==> config.mk <==
export PLATFORM = sky130hd
export DESIGN_NAME = msgpack_value_encoder
export DESIGN_NICKNAME = d
export VERILOG_FILES = /design/src/sv/mpk_pkg.sv /design/src/sv/mpk_encode.sv /design/src/sv/msgpack_value_encoder.sv
export SDC_FILE = /design/constraint.sdc
export NUM_CORES = 1
export LEC_CHECK = 0
export CAP_MARGIN = 5
export CORE_UTILIZATION = 55
export DETAILED_ROUTE_END_ITERATION = 8
export DONT_BUFFER_PORTS = 1
export GPL_TIMING_DRIVEN = 0
export PLACE_DENSITY = 0.7
export SLEW_MARGIN = 30
export SYNTH_ARGS = -nofsm -noshare
export SYNTH_HDL_FRONTEND = slang
export SYNTH_SLANG_ARGS = --single-unit
==> constraint.sdc <==
create_clock -name clock -period 7.8 [get_ports clock]
set_input_delay 1.56 -clock clock [delete_from_list [all_inputs] [get_ports clock]]
set_output_delay 1.56 -clock clock [all_outputs]
set_load 0.05 [all_outputs]
==> src/sv/mpk_pkg.sv <==
// msgpack value encoder package: command codes, prefixes and encoded-run type
`timescale 1ns / 1ps
`default_nettype none

package mpk_pkg;

   // command selector carried on tuser
   typedef enum logic [2:0] {
      CMD_INT   = 3'd0,
      CMD_FLOAT = 3'd1,
      CMD_BOOL  = 3'd2,
      CMD_NIL   = 3'd3,
      CMD_STR   = 3'd4,
      CMD_BIN   = 3'd5,
      CMD_CONT  = 3'd6,
      CMD_RAW   = 3'd7
   } cmd_type;

   // widths
   localparam int unsigned VALUE_W   = 32;
   localparam int unsigned CODE_W    = 8;
   localparam int unsigned BYTE_W    = 8;
   localparam int unsigned MAX_BYTES = 5;
   localparam int unsigned COUNT_W   = 3;

   // prefix bytes
   localparam logic [7:0] PFX_INT8    = 8'hd0;
   localparam logic [7:0] PFX_INT16   = 8'hd1;
   localparam logic [7:0] PFX_INT32   = 8'hd2;
   localparam logic [7:0] PFX_FLOAT32 = 8'hca;
   localparam logic [7:0] PFX_TRUE    = 8'hc3;
   localparam logic [7:0] PFX_FALSE   = 8'hc2;
   localparam logic [7:0] PFX_NIL     = 8'hc0;
   localparam logic [7:0] PFX_FIXSTR  = 8'b1010_0000;
   localparam logic [7:0] PFX_STR8    = 8'hd9;
   localparam logic [7:0] PFX_BIN8    = 8'hc4;

   // one encoded run: bytes in stream order from index 0, and how many
   typedef struct packed {
      logic [MAX_BYTES-1:0][BYTE_W-1:0] bytes;
      logic [COUNT_W-1:0]               count;
   } enc_type;

endpackage

`default_nettype wire

==> src/sv/mpk_encode.sv <==
// msgpack value encoder: combinational mapping of one command to its byte run
`timescale 1ns / 1ps
`default_nettype none

module mpk_encode (
   input  wire mpk_pkg::cmd_type     cmd,
   input  wire logic [31:0]          value,
   input  wire logic [7:0]           short_code,
   input  wire logic [7:0]           long_code,
   output mpk_pkg::enc_type          enc
);

   // 8/16/32-bit length forms with prefixes base, base+1, base+2
   function automatic mpk_pkg::enc_type sized(input logic [7:0] base, input logic [31:0] len);
      mpk_pkg::enc_type r;
      r = '0;
      if (len[31:8] == 24'd0) begin
         r.bytes[0] = base;
         r.bytes[1] = len[7:0];
         r.count    = 3'd2;
      end else if (len[31:16] == 16'd0) begin
         r.bytes[0] = base + 8'd1;
         r.bytes[1] = len[15:8];
         r.bytes[2] = len[7:0];
         r.count    = 3'd3;
      end else begin
         r.bytes[0] = base + 8'd2;
         r.bytes[1] = len[31:24];
         r.bytes[2] = len[23:16];
         r.bytes[3] = len[15:8];
         r.bytes[4] = len[7:0];
         r.count    = 3'd5;
      end
      return r;
   endfunction

   // signed range tests on the two's complement value
   logic fits_fixint;
   logic fits_int8;
   logic fits_int16;

   assign fits_fixint = (value[31:7] == 25'd0) || (&value[31:5]);
   assign fits_int8   = (value[31:7] == 25'd0) || (&value[31:7]);
   assign fits_int16  = (value[31:15] == 17'd0) || (&value[31:15]);

   // per-command byte run
   always_comb begin
      enc = '0;
      unique case (cmd)
         mpk_pkg::CMD_INT: begin
            if (fits_fixint) begin
               enc.bytes[0] = value[7:0];
               enc.count    = 3'd1;
            end else if (fits_int8) begin
               enc.bytes[0] = mpk_pkg::PFX_INT8;
               enc.bytes[1] = value[7:0];
               enc.count    = 3'd2;
            end else if (fits_int16) begin
               enc.bytes[0] = mpk_pkg::PFX_INT16;
               enc.bytes[1] = value[15:8];
               enc.bytes[2] = value[7:0];
               enc.count    = 3'd3;
            end else begin
               enc.bytes[0] = mpk_pkg::PFX_INT32;
               enc.bytes[1] = value[31:24];
               enc.bytes[2] = value[23:16];
               enc.bytes[3] = value[15:8];
               enc.bytes[4] = value[7:0];
               enc.count    = 3'd5;
            end
         end
         mpk_pkg::CMD_FLOAT: begin
            enc.bytes[0] = mpk_pkg::PFX_FLOAT32;
            enc.bytes[1] = value[31:24];
            enc.bytes[2] = value[23:16];
            enc.bytes[3] = value[15:8];
            enc.bytes[4] = value[7:0];
            enc.count    = 3'd5;
         end
         mpk_pkg::CMD_BOOL: begin
            enc.bytes[0] = (value != 32'd0) ? mpk_pkg::PFX_TRUE : mpk_pkg::PFX_FALSE;
            enc.count    = 3'd1;
         end
         mpk_pkg::CMD_NIL: begin
            enc.bytes[0] = mpk_pkg::PFX_NIL;
            enc.count    = 3'd1;
         end
         mpk_pkg::CMD_STR: begin
            if (value[31:5] == 27'd0) begin
               enc.bytes[0] = mpk_pkg::PFX_FIXSTR | {3'd0, value[4:0]};
               enc.count    = 3'd1;
            end else begin
               enc = sized(mpk_pkg::PFX_STR8, value);
            end
         end
         mpk_pkg::CMD_BIN: begin
            enc = sized(mpk_pkg::PFX_BIN8, value);
         end
         mpk_pkg::CMD_CONT: begin
            if (value[31:4] == 28'd0) begin
               enc.bytes[0] = short_code | {4'd0, value[3:0]};
               enc.count    = 3'd1;
            end else if (value[31:16] == 16'd0) begin
               enc.bytes[0] = long_code;
               enc.bytes[1] = value[15:8];
               enc.bytes[2] = value[7:0];
               enc.count    = 3'd3;
            end else begin
               enc.bytes[0] = long_code + 8'd1;
               enc.bytes[1] = value[31:24];
               enc.bytes[2] = value[23:16];
               enc.bytes[3] = value[15:8];
               enc.bytes[4] = value[7:0];
               enc.count    = 3'd5;
            end
         end
         mpk_pkg::CMD_RAW: begin
            enc.bytes[0] = value[7:0];
            enc.count    = 3'd1;
         end
         default: begin
            enc = '0;
         end
      endcase
   end

endmodule

`default_nettype wire

==> src/sv/msgpack_value_encoder.sv <==
// msgpack value encoder top level: input register, encoder, byte serializer
//
//  channel | dir | handshake          | payload
//  req     | in  | req_tvalid/tready  | tuser: cmd; tdata: value, short_code, long_code
//  rsp     | out | rsp_tvalid/tready  | tdata: out_byte; tlast: last
//
//  one output byte per cycle while rsp_tready is high; an item has 1 to 5 encoded bytes,
//  sent in order by the byte-wide serializer stage
//  an accepted item reaches rsp through the input register and then the serializer register
//  reset is synchronous and clears both stage valid flags
//  a stalled rsp side holds the current byte; one item waits in the input register meanwhile
`timescale 1ns / 1ps
`default_nettype none

module msgpack_value_encoder (
   input  wire logic        clock,
   input  wire logic        reset,
   input  wire logic        req_tvalid,
   output logic             req_tready,
   input  wire logic [47:0] req_tdata,   // value [31:0], short_code [39:32], long_code [47:40]
   input  wire logic [2:0]  req_tuser,   // cmd [2:0]
   output logic             rsp_tvalid,
   input  wire logic        rsp_tready,
   output logic [7:0]       rsp_tdata,   // out_byte [7:0]
   output logic             rsp_tlast
);

   // input register
   logic             in_valid_ff;
   mpk_pkg::cmd_type cmd_ff;
   logic [31:0]      value_ff;
   logic [7:0]       short_ff;
   logic [7:0]       long_ff;

   // serializer register
   logic             out_valid_ff, out_valid_in;
   mpk_pkg::enc_type run_ff, run_in;
   logic [2:0]       index_ff, index_in;

   mpk_pkg::enc_type enc;
   logic             req_fire;
   logic             rsp_fire;
   logic             run_done;
   logic             load_run;

   // encoder
   mpk_encode u_encode (
      .cmd        (cmd_ff),
      .value      (value_ff),
      .short_code (short_ff),
      .long_code  (long_ff),
      .enc        (enc)
   );

   // handshake
   assign rsp_tvalid = out_valid_ff;
   assign rsp_tdata  = run_ff.bytes[index_ff];
   assign rsp_tlast  = (index_ff == (run_ff.count - 3'd1));
   assign rsp_fire   = rsp_tvalid && rsp_tready;
   assign run_done   = rsp_fire && rsp_tlast;
   assign load_run   = in_valid_ff && (!out_valid_ff || run_done);
   assign req_tready = !in_valid_ff || load_run;
   assign req_fire   = req_tvalid && req_tready;

   // input register
   always_ff @(posedge clock) begin
      if (reset) begin
         in_valid_ff <= 1'b0;
      end else if (req_fire) begin
         in_valid_ff <= 1'b1;
      end else if (load_run) begin
         in_valid_ff <= 1'b0;
      end
      if (req_fire) begin
         cmd_ff   <= mpk_pkg::cmd_type'(req_tuser);
         value_ff <= req_tdata[31:0];
         short_ff <= req_tdata[39:32];
         long_ff  <= req_tdata[47:40];
      end
   end

   // serializer next state
   always_comb begin
      out_valid_in = out_valid_ff;
      run_in       = run_ff;
      index_in     = index_ff;
      if (load_run) begin
         out_valid_in = 1'b1;
         run_in       = enc;
         index_in     = 3'd0;
      end else if (run_done) begin
         out_valid_in = 1'b0;
      end else if (rsp_fire) begin
         index_in = index_ff + 3'd1;
      end
   end

   always_ff @(posedge clock) begin
      if (reset) begin
         out_valid_ff <= 1'b0;
      end else begin
         out_valid_ff <= out_valid_in;
      end
      run_ff   <= run_in;
      index_ff <= index_in;
   end

   // checks
   a_count_range: assert property (@(posedge clock) disable iff (reset)
      out_valid_ff |-> (run_ff.count != 3'd0) && (run_ff.count <= 3'd5))
      else $error("encoded run length out of range");

   a_index_range: assert property (@(posedge clock) disable iff (reset)
      out_valid_ff |-> (index_ff < run_ff.count))
      else $error("serializer index past end of run");

   a_hold_item: assert property (@(posedge clock) disable iff (reset)
      (in_valid_ff && !load_run) |=> in_valid_ff && $stable(value_ff))
      else $error("pending item lost before serializer took it");

   a_no_overrun: assert property (@(posedge clock) disable iff (reset)
      (rsp_fire && !rsp_tlast) |=> out_valid_ff && (index_ff == $past(index_ff) + 3'd1))
      else $error("run ended before its last word");

endmodule

`default_nettype wire
Word-level counts from Yosys, hierarchy flattened
Cells that the tools add are included.

word-level totals
  register bits = 99
  output and inout port bits = 11
  word-level logic and storage cells = 79

cells by class
  $add $sub $neg = 3
  magnitude comparators = 1
  equality and inequality tests = 8
  multiplexer cells = 27
  bitwise logic cells = 2
  reduce and logical (&&, ||, !) cells = 25

operators with widths
  cell                                                             number
  32-bit one-hot mux with 5 select lines                           1
  27-bit 2-to-1 mux                                                4
  32-bit 2-to-1 mux                                                3
  11-bit one-hot mux with 8 select lines                           1
  24-bit 2-to-1 mux                                                3
  19-bit 2-to-1 mux                                                3
  11-bit 2-to-1 mux                                                3
  16-bit 2-to-1 mux                                                2
  32-bit nonzero test                                              1
  28-bit logical NOT                                               1
  27-bit logical NOT                                               1
  27-bit AND reduction                                             1
  25-bit logical NOT                                               1
  25-bit AND reduction                                             1
  8-bit binary-select mux with 3-bit select                        1
  24-bit logical NOT                                               1
  17-bit logical NOT                                               1
  17-bit AND reduction                                             1
  16-bit logical NOT                                               1
  3-bit == test, second input constant                             4
  8-bit by 1-bit adder with 8-bit output, second input constant    1
  8-bit 2-to-1 mux                                                 1
  8-bit by 4-bit bitwise OR with 8-bit output                      1
  3-bit by 2-bit == test with 1-bit output, second input constant  2
  other kinds (13)                                                 26

Depth between registers and ports, before layout
Gate-level depths: netlist (run 1).

  depth after elaboration = 8
  depth in mapped cells = 9
  mapped depth without buffers = 9

Cells and area by module
A second synthesis (run 1) with hierarchy kept.

unflattened totals
  cell total of the unflattened synthesis = 405
  area total of the unflattened synthesis = 5007.3 µm²

by module, submodules not included
  module                 times used  cells each  area an instance (µm²)
  msgpack_value_encoder  1           168         3460.8
  mpk_encode             1           237         1546.5

Worst setup path after synthesis (run 1)
No wires, ideal clock.

  path kind = register to register
  start point = register run_ff[0] (netlist name)
  end point = register cmd_ff[0], enable pin
  arrival time = 4370 ps
  required time = 7324 ps
  setup slack = 2954 ps
  cell stages (with the launch flop) = 8
  buffers on the path = 0
  clock period less this slack = 4846 ps
  path through = edfxtp_1 inv_1 ha_1 xnor2_1 or3_1 inv_1 a21boi_0 a21oi_1

on the way
  longest elaborated chain between the ends = 7

ends and longest elaborated chain
  element                                      RTL line                      source
  start, declared                              msgpack_value_encoder.sv:37   mpk_pkg::enc_type run_ff, run_in;
  start signal, assigned                       msgpack_value_encoder.sv:104  run_ff <= run_in;
  3-bit by 1-bit subtractor with 3-bit output  msgpack_value_encoder.sv:58   assign rsp_tlast = (index_ff == (run_ff.count - 3'd1));
  3-bit == test                                msgpack_value_encoder.sv:58
  named net rsp_tlast                          msgpack_value_encoder.sv:25   output logic rsp_tlast
  1-bit logical AND                            msgpack_value_encoder.sv:60   assign run_done = rsp_fire && rsp_tlast;
  1-bit logical OR                             msgpack_value_encoder.sv:61   assign load_run = in_valid_ff && (!out_valid_ff || run_done);
  1-bit logical AND                            msgpack_value_encoder.sv:61
  1-bit logical OR                             msgpack_value_encoder.sv:62   assign req_tready = !in_valid_ff || load_run;
  1-bit logical AND                            msgpack_value_encoder.sv:63   assign req_fire = req_tvalid && req_tready;
  named net req_fire                           msgpack_value_encoder.sv:41   logic req_fire;
  end signal, assigned                         msgpack_value_encoder.sv:75   cmd_ff <= mpk_pkg::cmd_type'(req_tuser);
  end, declared                                msgpack_value_encoder.sv:30   mpk_pkg::cmd_type cmd_ff;

The timed path passes the listed nets, and every way through them passes these cells.
A chain may end at the register's enable or synchronous reset.

Worst setup path in the final report (run 1)
  start point = register run_ff[0] (netlist name)
  end point = output port req_tready

on the way
  longest elaborated chain between the ends = 6

ends and longest elaborated chain
  element                                      RTL line                     source
  3-bit by 1-bit subtractor with 3-bit output  msgpack_value_encoder.sv:58
  3-bit == test                                msgpack_value_encoder.sv:58
  named net rsp_tlast                          msgpack_value_encoder.sv:25
  1-bit logical AND                            msgpack_value_encoder.sv:60
  1-bit logical OR                             msgpack_value_encoder.sv:61
  1-bit logical AND                            msgpack_value_encoder.sv:61
  1-bit logical OR                             msgpack_value_encoder.sv:62
  end, declared                                msgpack_value_encoder.sv:19  output logic req_tready,

The timed path passes the listed nets, and every way through them passes these cells.

==> results of run 1 <==
## layout by cell type, fill, tap and decap left out, types with 10 or more instances in the layout
| cell | n |
|---|---|
| edfxtp_1 | 94 |
| nor2_1 | 20 |
| a21oi_1 | 19 |
| a22o_1 | 19 |
| nand2_1 | 15 |
| and2_1 | 15 |
| nand4_1 | 13 |
| inv_1 | 11 |
| a2bb2oi_1 | 10 |
## power by group through the flow
stage / Sequential, mW / Combinational (mW) / Clock (mW)
global placement: 0.661 / 0.139 / 0
floorplan: 0.650 / 0.120 / 0
detailed placement: 0.659 / 0.149 / 0
finish: 0.648 / 0.149 / 0.331
CTS: 0.647 / 0.150 / 0.336
global route: 0.651 / 0.160 / 0.355
## logic make-up (layout without fill, tap and decap cells)
family	after synthesis	count (layout)	synth area share, %
simple gates	106	106	12.5
fa+ha+maj	3	3	0.795
xor+xnor	9	9	1.67
buf+inv	26	45	2.57
flops	99	99	61.9
compound gates	103	103	16.3
mux	10	10	4.24
## flip-flops by register name, indices dropped and copies added (netlist names)
register,count
cmd_ff,3
in_valid_ff,1
index_ff,3
long_ff,8
rsp_tvalid,1
run_ff,43
short_ff,8
value_ff,32
## worst reg2reg max path, delay by kind of cell, from the launching register on
| family | cells | cell delay (ps) |
|---|---|---|
| AO/OA/AOI/OAI | 2 | 870 |
| XOR/XNOR | 1 | 130 |
| adder cells (fa/ha/maj) | 1 | 230 |
| buffers and inverters | 4 | 870 |
| flip-flops | 1 | 420 |
| AND/OR/NAND/NOR | 1 | 430 |
## final timing paths
kind                            startpoint                 endpoint  depth (start not counted)
setup / recovery       run_ff[0]$_DFFE_PP_               req_tready                          8
setup reg to reg       run_ff[0]$_DFFE_PP_   value_ff[11]$_DFFE_PP_                          9
hold / removal    in_valid_ff$_SDFFE_PP0P_  rsp_tvalid$_SDFFE_PP0P_                          2
hold reg to reg   in_valid_ff$_SDFFE_PP0P_  rsp_tvalid$_SDFFE_PP0P_                          2
## metrics by stage
| stage | hold slack (ps) | util (%) | cell area [um2] |
|---|---|---|---|
| floorplan | 493 | - | 4720 |
| global placement | 520 | 58.7 | 4850 |
| detailed placement | 556 | 60.0 | 4950 |
| CTS | 572 | 62.4 | 5150 |
| global route | 612 | 62.4 | 5150 |
| finish | 564 | 62.4 | 5150 |
## metal layers
metal | vias to the layer above | global-route usage (%) | part of all wire [%]
li1 | 1466 | - | -
met1 | 1536 | 34.0 | 43
met2 | 189 | 34.7 | 44
met3 | 36 | 7.17 | 8.5
met4 | 0 | 14.3 | 4.5
met5 | - | 0 | 0
## area by class of cell
type / instances / share of cell area, %
well taps: 105 / 2.55
repair buffers: 3 / 1.60
multi-input cells: 231 / 32.9
flip-flops and latches: 99 / 56.7
clock buffers: 9 / 2.40
inverters: 11 / 0.802
clock inverters: 7 / 1.46
plain buffers: 15 / 1.55
==> run_results.csv, run 1 <==
group,metric,value,unit
status,status,"complete, no violations",
timing,rsz0062_at_grt,"false",
power,power_density,219,nW/um2
logic_synthesis,yosys.cell_types.count,61,
route,drtIter0Drc,282,
global_routing,overflow,0,
timing,skew,13.4,ps
critical_path,path_max_fanout,4,
timing,tns,0,ps
logic_synthesis,synth_area_leaders,"edfxtp_1 60%, mux4_2 3.8%, a22o_1 3.5%, a21oi_1 2.1%, dfxtp_1 2.1%",
logic_synthesis,synth_cells,356,
clock_network,clockBufferDepth,2,
logic_synthesis,yosysMostFrequentCell,"edfxtp_1",
floorplanning,chipWidth,94.6,um
logic_synthesis,yosysWarnings,0,
power,seq_power_share,57.4,%
critical_path,critPathLaunchType,"flip-flop",
floorplanning,die_area,8960,um2
timing,setup_ws,3190,ps
timing,setup_viol,0,
critical_path,reg2reg_setup_slack,4540,ps
cells_and_area,nFillCells,638,
critical_path,path_cells,"inv_1 > ha_1 > xnor2_1 > xnor2_1 > or3_1 > inv_1 > a21boi_0 > nand2_1",
logic_synthesis,avgSynthCellArea,13.3,um2
cells_and_area,area_growth,9.15,%
place,dp_slack,3450,ps
floorplanning,die_h,94.6,um
route,first_pass_iters,5,
cells_and_area,antennaDiodeCount,0,
power,switching_share,26.8,%
timing,maxSlewHeadroom,39.7,%
floorplanning,initial_core_util,57.2,%
hold_path,hp-class,"reg2reg",
critical_path,critPathRequiredTime,6240,ps
power,p_int,825,uW
timing,max_freq,0.217,GHz
timing,maxSlewViolCount,0,
floorplanning,ios,66,
clock_network,insertion_delay,370,ps
critical_path,cp_top_family,"compound AO/OA/AOI/OAI gates",
global_routing,grt_antenna_before_repair,0,
global_routing,grt_start_max_net_pins,27,
logic_synthesis,yosys_register_bits,99,
clock_network,cts_resized,0,
logic_synthesis,async_flop_share,0,%
critical_path,arrival,3050,ps
route,ant_nets,0,
floorplanning,row_count,33,
cells_and_area,instances_no_fill,480,
global_routing,track_usage,24.6,%
timing,hold_violations,0,
cells_and_area,multi_input_area,1690,um2
route,avgViaCountPerCell,6.72,
place,dp_cells,464,
cells_and_area,drive_gt1_share,11.7,%
critical_path,max_stage_delay,780,ps
job,maxCapViolations,0,
place,port_buffers,0,
logic_synthesis,netlist_top_cells_count,"94 x edfxtp_1, 20 x a21oi_1, 20 x nor2_1",
timing,worst-slew-pin-transition,897,ps
clock_network,cts_buffers,9,
power,power,1.13,mW
clock_network,cts_hold_buf,0,
logic_synthesis,synth_top_cell_by_area,"edfxtp_1",
timing,layout_min_cycle_time,4610,ps
clock_network,cts_tree,"yes",
route,wl_per_cell,21.5,um
critical_path,endpoint_kind,"output pin",
power,clkPwrFrac,29.3,%
logic_synthesis,synth_nets,414,
clock_network,root_buffer,"clkbuf_8",
critical_path,critical_path_buf_inv_count,2,
logic_synthesis,yosysTopAreaCellShare,59.8,%
global_routing,grt_pass1_vias,3042,
logic_synthesis,synth.cell_area,4720,um2
power,vdd_ir_drop_max,0.127,mV
power,pwr-share-comb,13.2,%
clock_network,clk_pin_slew,100,ps
clock_network,clock_sinks,99,
timing,fin_crit_sh,59.2,%
place,gp_congestion,0.970,
route,wl,10300,um
logic_synthesis,ys_seq_area_share,61.9,%
clock_network,cts_max_level,3,
floorplanning,core-area,8260,um2
route,drcViolationCount,0,
place,dp_hpwl,7370,um
logic_synthesis,synth_edf_count,94,
clock_network,cts_setup_buffers,0,
power,p_sw,303,uW
logic_synthesis,ys.flop_type,"edfxtp_1",
cells_and_area,ff_latch_area,2920,um2
route,vias,3227,
global_routing,grt_first_pass_wirelength,16100,um
cells_and_area,nets,428,
critical_path,setup.worst_path.class,"reg2out",
power,leakage,1.71,nW
critical_path,cp_slowest_cell,"a21boi_0",
Note: power is estimated with default switching activity, not from simulation.
==> run 2, diff against run 1 <==
==> constraint.sdc (replaced) <==
create_clock -name clock -period 4.3 [get_ports clock]
set_input_delay 0.86 -clock clock [delete_from_list [all_inputs] [get_ports clock]]
set_output_delay 0.86 -clock clock [all_outputs]
set_load 0.05 [all_outputs]
==> run_results.csv, run 2 (synthesis gave the netlist of run 1 again) <==
group,metric,value,unit
status,status,"complete, no violations",
place,dp_hpwl,7610,um
critical_path,r2r-end,"value_ff[17]$_DFFE_PP_",
clock_network,root_buffer,"clkbuf_8",
place,port_buffers,0,
cells_and_area,fin_util,62.8,%
critical_path,reg2reg_from,"run_ff[0]$_DFFE_PP_",
cells_and_area,area_growth,9.84,%
timing,max_freq,0.254,GHz
floorplanning,initial_core_util,57.2,%
timing,fin_crit_sh,91.7,%
timing,tns,0,ps
clock_network,cts_buffers,9,
cells_and_area,final_common_cell,"edfxtp_1",
clock_network,clk_pin_slew,90,ps
critical_path,arrival,3080,ps
global_routing,grt_first_pass_wirelength,15900,um
power,vdd_ir_drop_max,0.241,mV
floorplanning,row_count,33,
place,dp_cells,465,
clock_network,cts_max_level,3,
place,postPlaceCellArea,4980,um2
critical_path,ff2ff_path_depth,10,
timing,hold_ws,553,ps
route,first_pass_iters,5,
power,leakage,1.72,nW
timing,maxSlewViolCount,0,
hold_path,hold_start,"reset",
floorplanning,ios,66,
route,avgViaCountPerCell,6.65,
hold_path,min_to,"rsp_tvalid$_SDFFE_PP0P_",
global_routing,grt_antenna_before_repair,0,
route,wl_per_cell,21.8,um
clock_network,clockBufferDepth,2,
place,gp_congestion,0.960,
floorplanning,die_area,8960,um2
route,wl,10500,um
critical_path,path_cells,"inv_1 > ha_1 > xnor2_1 > xnor2_1 > or3_1 > inv_1 > a21boi_0 > nand2_1",
place,dp_slack,756,ps
floorplanning,core-area,8260,um2
global_routing,overflow,0,
route,drtIter0Drc,265,
hold_path,hp-class,"in2reg",
timing,skew,12.3,ps
cells_and_area,instances_no_fill,481,
clock_network,insertion_delay,360,ps
cells_and_area,largest_register_ffs,43,
power,pwr-share-comb,13.6,%
critical_path,cp_slowest_cell,"a21boi_0",
power,power,2.03,mW
critical_path,setup.worst_path.class,"reg2out",
cells_and_area,nFillCells,670,
critical_path,path_max_fanout,4,
cells_and_area,top_regs,"run_ff (43), value_ff (32)",
critical_path,endpoint_kind,"output pin",
critical_path,max_stage_delay,790,ps
power,seq_power_share,57.9,%
timing,worst-slew-pin-transition,886,ps
timing,setup_ws,356,ps
clock_network,clock_sinks,99,
cells_and_area,regMostFlops,"run_ff",
timing,layout_min_cycle_time,3940,ps
route,ant_nets,0,
timing,setup_viol,0,
clock_network,cts_hold_buf,0,
clock_network,cts_tree,"yes",
critical_path,critPathLaunchType,"flip-flop",
clock_network,cts_resized,0,
power,clkPwrFrac,28.5,%
floorplanning,die_h,94.6,um
timing,maxSlewHeadroom,40.4,%
global_routing,grt_start_max_net_pins,25,
power,p_sw,534,uW
job,maxCapViolations,0,
cells_and_area,antennaDiodeCount,0,
cells_and_area,drive_gt1_share,12.0,%
critical_path,critPathRequiredTime,3440,ps
cells_and_area,nets,429,
route,vias,3197,
timing,hold_violations,0,
global_routing,grt_pass1_vias,2993,
power,p_int,1.50,mW
route,drcViolationCount,0,
cells_and_area,fin_area,5180,um2
global_routing,track_usage,24.5,%
floorplanning,chipWidth,94.6,um
power,switching_share,26.3,%
timing,rsz0062_at_grt,"false",
critical_path,reg2reg_setup_slack,1100,ps
hold_path,worstHoldPathCells,1,
clock_network,cts_setup_buffers,0,
cells_and_area,most-common-layout-cells,"94 x edfxtp_1, 20 x nor2_1, 19 x a21oi_1, 19 x a22o_1",
power,power_density,392,nW/um2
## run 2: cell types whose count changed in the layout (fill, tap and decap cells not counted), sizes merged
cell and change:
clkinv +2, buf +1, inv -2, clkinvlp -1, clkbuf +1
## run 2: power by group through the flow
stage	sequential [mW]	clock [mW]	combinational (mW)
CTS	1.18	0.588	0.276
detailed placement	1.20	0	0.275
floorplan	1.18	0	0.218
global route	1.18	0.622	0.293
finish	1.18	0.579	0.276
global placement	1.20	0	0.253
## run 2: worst max path at each step
stage	cells past startpoint	end	slack (ps)	startpoint
floorplan	7	run_ff[0]$_DFFE_PP_	50	run_ff[0]$_DFFE_PP_
global placement	7	run_ff[20]$_DFFE_PP_	-710	run_ff[0]$_DFFE_PP_
detailed placement	8	req_tready	760	run_ff[0]$_DFFE_PP_
CTS	8	req_tready	340	run_ff[0]$_DFFE_PP_
global route	8	req_tready	200	run_ff[0]$_DFFE_PP_
finish	8	req_tready	360	run_ff[0]$_DFFE_PP_
## run 2: final cells by class
type	instances	area [um2]	area share (%)
Inverter	11	41.3	0.797
Clock inverter	6	66.3	1.28
Clock buffer	10	128	2.46
Sequential cell	99	2920	56.4
Timing Repair Buffer	4	110	2.12
Tap cell	105	131	2.53
Multi-Input combinational cell	231	1700	32.9
Buffer	15	80.1	1.54
## run 2: layer usage
metal	vias up	part of all wire [%]	GRT usage (%)
met3	26	7.3	4.67
met1	1543	44	34.3
met4	0	3.1	11.2
met2	175	46	37.2
li1	1453	-	-
met5	-	0	0
## run 2: critical path: cells and delay by family (launching register included)
kind	cells	cell delay [ps]
AOI/OAI and AO/OA	1	790
and+or+nand+nor	2	750
DFF	1	370
xor gates and xnor gates	2	340
buffers and inverters	2	300
adders and majority gates	1	190
==> run 3, diff against run 2 <==
--- a/config.mk
+++ b/config.mk
@@ -6,7 +6,9 @@
 export NUM_CORES = 1
 export LEC_CHECK = 0
 export CAP_MARGIN = 5
+export CORE_ASPECT_RATIO = 0.8
 export CORE_UTILIZATION = 55
+export CTS_CLUSTER_DIAMETER = 40
 export DETAILED_ROUTE_END_ITERATION = 8
 export DONT_BUFFER_PORTS = 1
 export GPL_TIMING_DRIVEN = 0
==> run_results.csv, run 3 (synthesis gave the netlist of run 1 again) <==
group,metric,value,unit
timing,tns,0,ps
cells_and_area,regMostFlops,"run_ff",
place,gp_congestion,0.965,
timing,skew,14.2,ps
route,wl,10600,um
power,vdd_ir_drop_max,0.246,mV
clock_network,cts_buffers,9,
timing,setup_viol,0,
cells_and_area,multi_input_area,1700,um2
timing,fin_crit_sh,90.2,%
floorplanning,die_area,8960,um2
cells_and_area,fin_area,5160,um2
critical_path,critPathRequiredTime,3440,ps
route,ant_nets,0,
clock_network,cts_hold_buf,0,
floorplanning,initial_core_util,58.1,%
timing,hold_violations,0,
critical_path,setup.worst_path.class,"reg2out",
floorplanning,chipWidth,106,um
critical_path,reg2reg_setup_slack,940,ps
clock_network,cts_resized,0,
route,drtIter0Drc,284,
timing,max_freq,0.258,GHz
route,wl_per_cell,22.0,um
cells_and_area,nFillCells,640,
timing,hold_ws,559,ps
cells_and_area,ff_latch_area,2920,um2
clock_network,cts_setup_buffers,0,
global_routing,overflow,0,
floorplanning,die_h,84.9,um
clock_network,cts_max_level,3,
timing,maxSlewViolCount,0,
route,avgViaCountPerCell,6.62,
global_routing,grt_antenna_before_repair,0,
cells_and_area,instances_no_fill,484,
cells_and_area,nets,429,
global_routing,grt_start_max_net_pins,25,
timing,setup_ws,423,ps
place,postPlaceCellArea,4980,um2
floorplanning,core-area,8130,um2
clock_network,clockBufferDepth,2,
cells_and_area,fin_util,63.5,%
cells_and_area,most-common-layout-cells,"94 x edfxtp_1, 20 x nor2_1, 19 x a21oi_1, 19 x a22o_1",
clock_network,clk_pin_slew,90,ps
clock_network,cts_tree,"yes",
route,vias,3205,
route,drcViolationCount,0,
cells_and_area,drive_gt1_share,12.2,%
global_routing,grt_pass1_vias,2984,
critical_path,critPathLaunchType,"flip-flop",
power,power_density,381,nW/um2
timing,layout_min_cycle_time,3880,ps
floorplanning,row_count,29,
clock_network,clock_sinks,99,
floorplanning,ios,66,
critical_path,endpoint_kind,"output pin",
place,dp_hpwl,7740,um
timing,rsz0062_at_grt,"false",
critical_path,path_max_fanout,4,
status,status,"complete, no violations",
job,maxCapViolations,0,
place,dp_cells,468,
global_routing,grt_first_pass_wirelength,16500,um
timing,maxSlewHeadroom,43.8,%
cells_and_area,final_common_cell,"edfxtp_1",
clock_network,root_buffer,"clkbuf_8",
power,leakage,1.71,nW
place,port_buffers,0,
power,power,1.97,mW
cells_and_area,area_growth,9.41,%
critical_path,arrival,3020,ps
timing,worst-slew-pin-transition,836,ps
hold_path,hp-class,"in2reg",
cells_and_area,largest_register_ffs,43,
place,dp_slack,814,ps
cells_and_area,antennaDiodeCount,0,
route,first_pass_iters,7,
global_routing,track_usage,25.1,%
clock_network,insertion_delay,360,ps
cells_and_area,top_regs,"run_ff (43), value_ff (32)",
run 3: per-layer routing:
metal | up-vias | wire [um] | track usage [%]
met3 | 17 | 904 | 7.14
met1 | 1552 | 4930 | 37.4
met5 | - | 0 | 0
met2 | 175 | 4580 | 35.5
met4 | 0 | 214 | 9.09
li1 | 1461 | - | -
run 3: worst max-delay path, stage by stage (launching register included):
cell,delay (ps)
edfxtp_1,390
inv_1,60
ha_1,200
xnor2_1,180
xnor2_1,130
or3_1,180
inv_1,240
a21boi_0,750
nand2_1,530
run 3: layout make-up:
class / instances / area share, %
clock inverter: 6 / 0.824
tap: 108 / 2.62
buffer: 15 / 1.55
timing repair buffer: 4 / 2.13
sequential: 99 / 56.6
multi-input combinational: 231 / 33.0
inverter: 11 / 0.800
clock buffer: 10 / 2.47
run 3: path summary, 6_finish.rpt:
| path | start | to | cells past startpoint |
|---|---|---|---|
| worst min register to register | in_valid_ff$_SDFFE_PP0P_ | rsp_tvalid$_SDFFE_PP0P_ | 2 |
| worst max-delay path | run_ff[0]$_DFFE_PP_ | req_tready | 8 |
| worst max register to register | run_ff[0]$_DFFE_PP_ | value_ff[23]$_DFFE_PP_ | 9 |
| worst min-delay path | reset | in_valid_ff$_SDFFE_PP0P_ | 1 |
run 3: report_power, final:
part	internal (mW)	switching, mW	total [mW]
clock	0.210	0.306	0.516
combinational	0.104	0.172	0.276
sequential	1.12	0.0532	1.18
total	1.44	0.531	1.97
